==> config.mk <==
export PLATFORM = sky130hd
export DESIGN_NAME = gab_div
export DESIGN_NICKNAME = d
export VERILOG_FILES = /design/src/sv/gab_div_cell.sv /design/src/sv/gab_div.sv
export SDC_FILE = /design/constraint.sdc
export NUM_CORES = 1
export LEC_CHECK = 0
export BUFFER_PORTS_ARGS = -buffer_cell sky130_fd_sc_hd__buf_2
export CORE_UTILIZATION = 49
export CTS_CLUSTER_SIZE = 40
export DETAILED_ROUTE_END_ITERATION = 10
export PLACE_DENSITY = 0.65
export SLEW_MARGIN = 10
export SYNTH_ARGS = -nofsm -noshare
export SYNTH_HDL_FRONTEND = slang
export SYNTH_SLANG_ARGS = --single-unit
export TNS_END_PERCENT = 50
==> constraint.sdc <==
create_clock -name clock -period 5.8 [get_ports clock]
set_input_delay 1.16 -clock clock [delete_from_list [all_inputs] [get_ports clock]]
set_output_delay 1.16 -clock clock [all_outputs]
set_load 0.01 [all_outputs]
==> src/sv/gab_div_cell.sv <==
// gab_div_cell: one restoring-division step, resolves one quotient bit.
// Uses no package items; instantiated by gab_div.
`timescale 1ns / 1ps
module gab_div_cell #(
   parameter int unsigned NW    = 24,
   parameter int unsigned DW    = 16,
   parameter int unsigned QW    = 8,
   parameter int unsigned SW    = 1,
   parameter int unsigned SHIFT = 0
) (
   input  logic          clock,
   input  logic          reset,
   input  logic          enable,
   input  logic          in_valid,
   input  logic [NW-1:0] in_rem,
   input  logic [DW-1:0] in_den,
   input  logic [QW-1:0] in_quo,
   input  logic [SW-1:0] in_side,
   output logic          out_valid,
   output logic [NW-1:0] out_rem,
   output logic [DW-1:0] out_den,
   output logic [QW-1:0] out_quo,
   output logic [SW-1:0] out_side
);
   logic [NW+DW-1:0] trial_w;
   logic             ge_w;
   logic             valid_ff;
   logic [NW-1:0]    rem_ff, rem_in;
   logic [DW-1:0]    den_ff;
   logic [QW-1:0]    quo_ff, quo_in;
   logic [SW-1:0]    side_ff;

   always_comb begin
      trial_w = (NW+DW)'(in_den) << SHIFT;
      ge_w    = {{DW{1'b0}}, in_rem} >= trial_w;
      rem_in  = ge_w ? in_rem - trial_w[NW-1:0] : in_rem;
      quo_in  = in_quo;
      quo_in[SHIFT] = ge_w;
   end

   always_ff @(posedge clock) begin
      if (reset) begin
         valid_ff <= 1'b0;
      end else if (enable) begin
         valid_ff <= in_valid;
      end
      if (enable) begin
         rem_ff  <= rem_in;
         den_ff  <= in_den;
         quo_ff  <= quo_in;
         side_ff <= in_side;
      end
   end

   assign out_valid = valid_ff;
   assign out_rem   = rem_ff;
   assign out_den   = den_ff;
   assign out_quo   = quo_ff;
   assign out_side  = side_ff;
endmodule

==> src/sv/gab_div.sv <==
// gab_div: chain of QW division cells, one quotient bit per cell, MSB first.
// Depends on gab_div_cell. Numerator must stay below den * 2**QW.
`timescale 1ns / 1ps
module gab_div #(
   parameter int unsigned NW = 24,
   parameter int unsigned DW = 16,
   parameter int unsigned QW = 8,
   parameter int unsigned SW = 1
) (
   input  logic          clock,
   input  logic          reset,
   input  logic          enable,
   input  logic          in_valid,
   input  logic [NW-1:0] in_num,
   input  logic [DW-1:0] in_den,
   input  logic [SW-1:0] in_side,
   output logic          out_valid,
   output logic [QW-1:0] out_quo,
   output logic [SW-1:0] out_side
);
   logic          v_w    [QW+1];
   logic [NW-1:0] rem_w  [QW+1];
   logic [DW-1:0] den_w  [QW+1];
   logic [QW-1:0] quo_w  [QW+1];
   logic [SW-1:0] side_w [QW+1];

   assign v_w[0]    = in_valid;
   assign rem_w[0]  = in_num;
   assign den_w[0]  = in_den;
   assign quo_w[0]  = '0;
   assign side_w[0] = in_side;

   for (genvar k = 0; k < QW; k++) begin : g_cell
      gab_div_cell #(
         .NW(NW), .DW(DW), .QW(QW), .SW(SW), .SHIFT(QW-1-k)
      ) u_cell (
         .clock    (clock),
         .reset    (reset),
         .enable   (enable),
         .in_valid (v_w[k]),
         .in_rem   (rem_w[k]),
         .in_den   (den_w[k]),
         .in_quo   (quo_w[k]),
         .in_side  (side_w[k]),
         .out_valid(v_w[k+1]),
         .out_rem  (rem_w[k+1]),
         .out_den  (den_w[k+1]),
         .out_quo  (quo_w[k+1]),
         .out_side (side_w[k+1])
      );
   end

   assign out_valid = v_w[QW];
   assign out_quo   = quo_w[QW];
   assign out_side  = side_w[QW];
endmodule

== Word level (Yosys, flattened, before mapping) ==
Index checks and enable logic that the tools add are counted.
Word-level totals
  word-level logic and storage cells: 60
  output and inout bits: 10
  flip-flop bits (word level): 332
  bits of input ports: 45
Cells by class
  mux-type cells: 7
  magnitude comparators: 8
  add/sub/neg operators: 7
Operator list (count)
  $mux W24: 7
  $ge A24 B16 Y1: 1
  $ge A24 B17 Y1: 1
  $ge A24 B18 Y1: 1
  $ge A24 B19 Y1: 1
  $ge A24 B20 Y1: 1
  $ge A24 B21 Y1: 1
  $ge A24 B22 Y1: 1
  $ge A24 B23 Y1: 1
  $sub A24 B17 Y24: 1
  $sub A24 B18 Y24: 1
  $sub A24 B19 Y24: 1
  $sub A24 B20 Y24: 1
  $sub A24 B21 Y24: 1
  $sub A24 B22 Y24: 1
  $sub A24 B23 Y24: 1

== Longest topological paths before layout ==
  depth after elaboration: 2
  mapped depth: 14
  mapped depth without buffers: 13

== By module ==
Synthesis repeated with hierarchy kept, for this count alone.
Unflattened totals
  cells, all modules: 1870
  area, all modules: 22230.1 um^2
Modules (own cells, without submodules)
  gab_div_cell at g_cell[1].u_cell: area each 2879.0 um^2, cells an instance 247, instances 1, sequential area each 1491.4 um^2
  gab_div_cell at g_cell[6].u_cell: area each 2872.8 um^2, cells an instance 243, instances 1, sequential area each 1491.4 um^2
  gab_div_cell at g_cell[3].u_cell: area each 2845.2 um^2, cells an instance 241, instances 1, sequential area each 1491.4 um^2
  gab_div_cell at g_cell[5].u_cell: area each 2825.2 um^2, cells an instance 225, instances 1, sequential area each 1491.4 um^2
  gab_div_cell at g_cell[0].u_cell: area each 2757.6 um^2, cells an instance 226, instances 1, sequential area each 1491.4 um^2
  gab_div_cell at g_cell[7].u_cell: area each 2701.3 um^2, cells an instance 237, instances 1, sequential area each 1491.4 um^2
  gab_div_cell at g_cell[4].u_cell: area each 2673.8 um^2, cells an instance 240, instances 1, sequential area each 1491.4 um^2
  gab_div_cell at g_cell[2].u_cell: area each 2671.3 um^2, cells an instance 210, instances 1, sequential area each 1491.4 um^2
  gab_div: area each 3.8 um^2, cells an instance 1, instances 1, sequential area each 0.0 um^2

== Worst setup path after synthesis ==
Ideal clock, no wire load.
  path type: input to register
  start point: input in_den[2]
  end point: register g_cell[0].u_cell.rem_ff[21], data pin
  library setup time: 274 ps
  stages: 10
  arrival time: 3057 ps
  buffers on the path: 1
  required time: 5526 ps
  setup slack: 2469 ps
  cell sequence: inv_1 > ha_1 > nand4_1 > o21ai_0 > a31oi_1 > o21ai_0 > o2111ai_1 > nand2_1 > clkbuf_1 > a31oi_1
On the way
  longest elaborated chain between the ends: 2
  elaborated cells on any way between the ends: 3
  those cells by class: add/sub (1); order compare (1); mux (1)
RTL lines
  start, declared: RTL line gab_div.sv:15  | input logic [DW-1:0] in_den,
  $ge A24 B23 Y1: RTL line gab_div_cell.sv:35  | ge_w = {{DW{1'b0}}, in_rem} >= trial_w;
  named net g_cell[0].u_cell.ge_w: RTL line gab_div_cell.sv:26  | logic ge_w;
  $mux W24: RTL line gab_div_cell.sv:36  | rem_in = ge_w ? in_rem - trial_w[NW-1:0] : in_rem;
  named net g_cell[0].u_cell.rem_in[21]: RTL line gab_div_cell.sv:28  | logic [NW-1:0] rem_ff, rem_in;
  end signal, assigned: RTL line gab_div_cell.sv:48  | rem_ff <= rem_in;
  end, declared: RTL line gab_div_cell.sv:28
The timed path passes the listed nets, and every way through them passes these cells.
A chain may end at the register's enable or synchronous reset.

== Worst setup path after layout ==
  start point: register g_cell[0].u_cell.rem_ff[6]
  end point: register g_cell[1].u_cell.rem_ff[12], data pin
On the way
  longest elaborated chain between the ends: 2
  elaborated cells on any way between the ends: 3
  those cells by class: add/sub (1); order compare (1); mux (1)
RTL lines (RTL line)
  $sub A24 B22 Y24 / $ge A24 B22 Y1 (equally long branches): gab_div_cell.sv:36, gab_div_cell.sv:35
  $mux W24 (*): gab_div_cell.sv:36
  named net g_cell[1].u_cell.rem_in[12]: gab_div_cell.sv:28
  end signal, assigned: gab_div_cell.sv:48
  end, declared: gab_div_cell.sv:28
Mark *: on every way through the listed nets, which the timed path passes. The rest lies on a longest branch.

==> out/metrics.cfg <==
[pwr]
ir_drop_uv = 215
p_leak_nw = 8.09
pwr_density_cell_nw_per_um2 = 446

[grt]
grt_pass1_wl_um = 54400
grt_start_max_net_pins = 111
grt_pass1_vias = 11800
grt_util_all_layers = 0.174
antenna_found_initial = 0
grt_overflow_total = 0

[setup_path]
cp_cell_sequence = inv_1, ha_1, inv_1, fa_1, a21oi_1, o22ai_1, o41ai_1, o21ai_0, nor2_1, o31a_1, buf_4, mux2_2
crit_slowest_cell = o41ai_1
timing.critical_path.required_ns = 6.07
cp_top_family = compound AO/OA/AOI/OAI gates
crit_type = flop to flop
cp_max_fo = 24
critPathArrivalTime_ns = 3.97
setup.worst_path.start_class = flop
end_kind = flop
crit_top_cell = inv_1
cpPeakStageDelay_ns = 0.46
path_buf_inv = 3

[final_layout]
fill_cells = 3115
final-seq-area_sq_um = 9890
fin_cells = 2177
final_common_cell = edfxtp_1
final_cell_mix = edfxtp_1 (324), inv_1 (153), nor2_1 (153)
diodes = 0
drive_above_1_share = 0.100
multi_input_area_sq_um = 7610
area_growth_pct = 11.5
nets = 1859

[drt]
wl_met1_um = 13500
wl_met3_um = 1050
drc = 0
wl_met2_um = 16800
dr.pass1.iters = 5
drtIter0Drc = 571
vias = 11900
drt-wirelength-per-cell_um = 15.0
top_layer = met4
ant_nets = 0
via_per_inst = 5.48
routed_wl_um = 32600

[hold_path]
holdCritPathClass = flop to flop

[clock_network]
cts_tree = done
clockRootBuffer = clkbuf_16
worstSkewPairLatency_ns = 0.53
clk_pin_slew_ns = 0.06
cts_setup_buffers = 0
clockBufferDepth = 3
htree_levels = 2
cts_buffers = 39
hold_buffers = 0
post_cts_resized = 0
cts_sinks = 332

[place]
dp_hpwl_um = 24600
numPortBuffers = 54
place_congestion = 1.01
dp.cells = 2106
dp_slack_ns = 1.60

[logic_synthesis]
synth-async-reset-ratio = 0
syn_inst = 1606
synth_edf_count = 324
synth_cell_types = 71
syn_area_sq_um = 18200
syn_nets = 1786
synth-seq-cells = 332
yosys_warnings = 0
syn_area_per_cell_sq_um = 11.3
synth-seq-area-share = 0.543
synth_top_flop_cell = edfxtp_1

[timing]
max_freq_mhz = 270
fin_crit_ns = 3.70
setup_tns_ns = 0
hold_viol = 0
slew_viol_final = 0
period_share = 0.639
worst_pin_slew_ns = 0.981
setup_viol = 0
fin_ws_ns = 2.10
fin_worst_skew_ns = 0.0153
grt_setup_unrepaired = false
slew_headroom = 0.344

[outcome]
outcome = complete, no violations

[floorplan]
initial_core_util = 0.497
coreArea_sq_um = 36600
pin_count = 55
row_count = 70
die_h_um = 195
die_w_um = 195
dieArea_sq_um = 37900

[job]
max_cap_viol_count = 0

-- final timing paths --
kind,start,slack (ns),cells past startpoint,end
setup / recovery,g_cell[0].u_cell.out_rem[6],2.10,12,g_cell[1].u_cell.out_rem[12]
hold reg to reg,g_cell[1].u_cell.out_side,0.41,0,g_cell[2].u_cell.out_side
setup reg to reg,g_cell[0].u_cell.out_rem[6],2.10,12,g_cell[1].u_cell.out_rem[12]
hold / removal,g_cell[1].u_cell.out_side,0.41,0,g_cell[2].u_cell.out_side
-- worst reg2reg max path: stages, from the launching register on --
cell      delay [ns]
edfxtp_1        0.39
inv_1           0.07
ha_1            0.16
inv_1           0.06
fa_1            0.41
a21oi_1         0.22
o22ai_1         0.13
o41ai_1         0.46
o21ai_0         0.40
nor2_1          0.20
o31a_1          0.30
buf_4           0.30
mux2_2          0.37
-- state kept, by name, summed over array words and instances, names as in the netlist --
signal,cells
g_cell.u_cell.out_rem,168
g_cell.u_cell.out_den,112
g_cell.u_cell.out_quo,36
g_cell.u_cell.out_side,8
g_cell.u_cell.out_valid,8
-- metrics by stage --
stage | utilization | cell area (sq um) | total power [mW] | hold WS (ns)
final | 0.554 | 20300 | 9.05 | 0.408
after global routing | 0.554 | 20300 | 9.63 | 0.416
after CTS | 0.554 | 20300 | 9.10 | 0.413
after detailed placement | 0.520 | 19000 | 6.70 | 0.405
after global placement | 0.520 | 19000 | 6.63 | 0.402
after floorplan | - | 18200 | 6.00 | 0.400
-- routing by layer --
metal | vias to the layer above | global-route usage
met4 | 0 | 0.0802
li1 | 6074 | -
met2 | 234 | 0.327
met1 | 5541 | 0.194
met5 | - | 0
met3 | 90 | 0.0248
-- cells by family after synthesis --
logic type               Yosys count  share of synthesized area
AND/OR/NAND/NOR                  410                      0.109
AO/OA/AOI/OAI                    395                      0.137
flip-flops                       332                      0.543
buffers and inverters            187                     0.0392
adder cells (fa/ha/maj)          135                     0.0957
XOR/XNOR                         105                     0.0505
multiplexers                      42                     0.0254
-- cell type report --
| cell class | instances | area share |
|---|---|---|
| sequential | 332 | 0.487 |
| multi-input combinational | 1087 | 0.375 |
| clock buffer | 50 | 0.0517 |
| tap | 468 | 0.0289 |
| inverter | 154 | 0.0285 |
| timing repair buffer | 65 | 0.0179 |
| clock inverter | 21 | 0.0104 |
-- cell usage after synthesis, types with 8 or more instances --
cell type	number	area (sq um)
a21o_1	36	270
xor2_1	50	438
nand2_1	87	327
mux2_2	30	338
o211ai_1	8	60.1
buf_2	9	45.0
nor4_1	11	68.8
nor3_1	34	170
clkbuf_1	19	71.3
nand2b_1	19	119
ha_1	128	1600
o21a_1	24	180
or3_1	8	50.1
a31oi_1	12	75.1
a211oi_1	17	128
o21bai_1	12	90.1
dfxtp_1	8	160
mux2i_1	11	110
inv_1	153	574
nor2_1	153	574
o31ai_1	10	75.1
xnor2_1	55	482
nand3_1	16	80.1
nand4_1	19	119
a21oi_1	131	656
edfxtp_1	324	9730
nor2b_1	20	125
o21ai_0	88	440
-- report_power, final --
part / internal, mW / switching (mW)
logic: 1.39 / 1.70
registers: 3.34 / 0.265
clock network: 1.45 / 0.904
total: 6.18 / 2.87
Power figures use the tool's default switching activity.
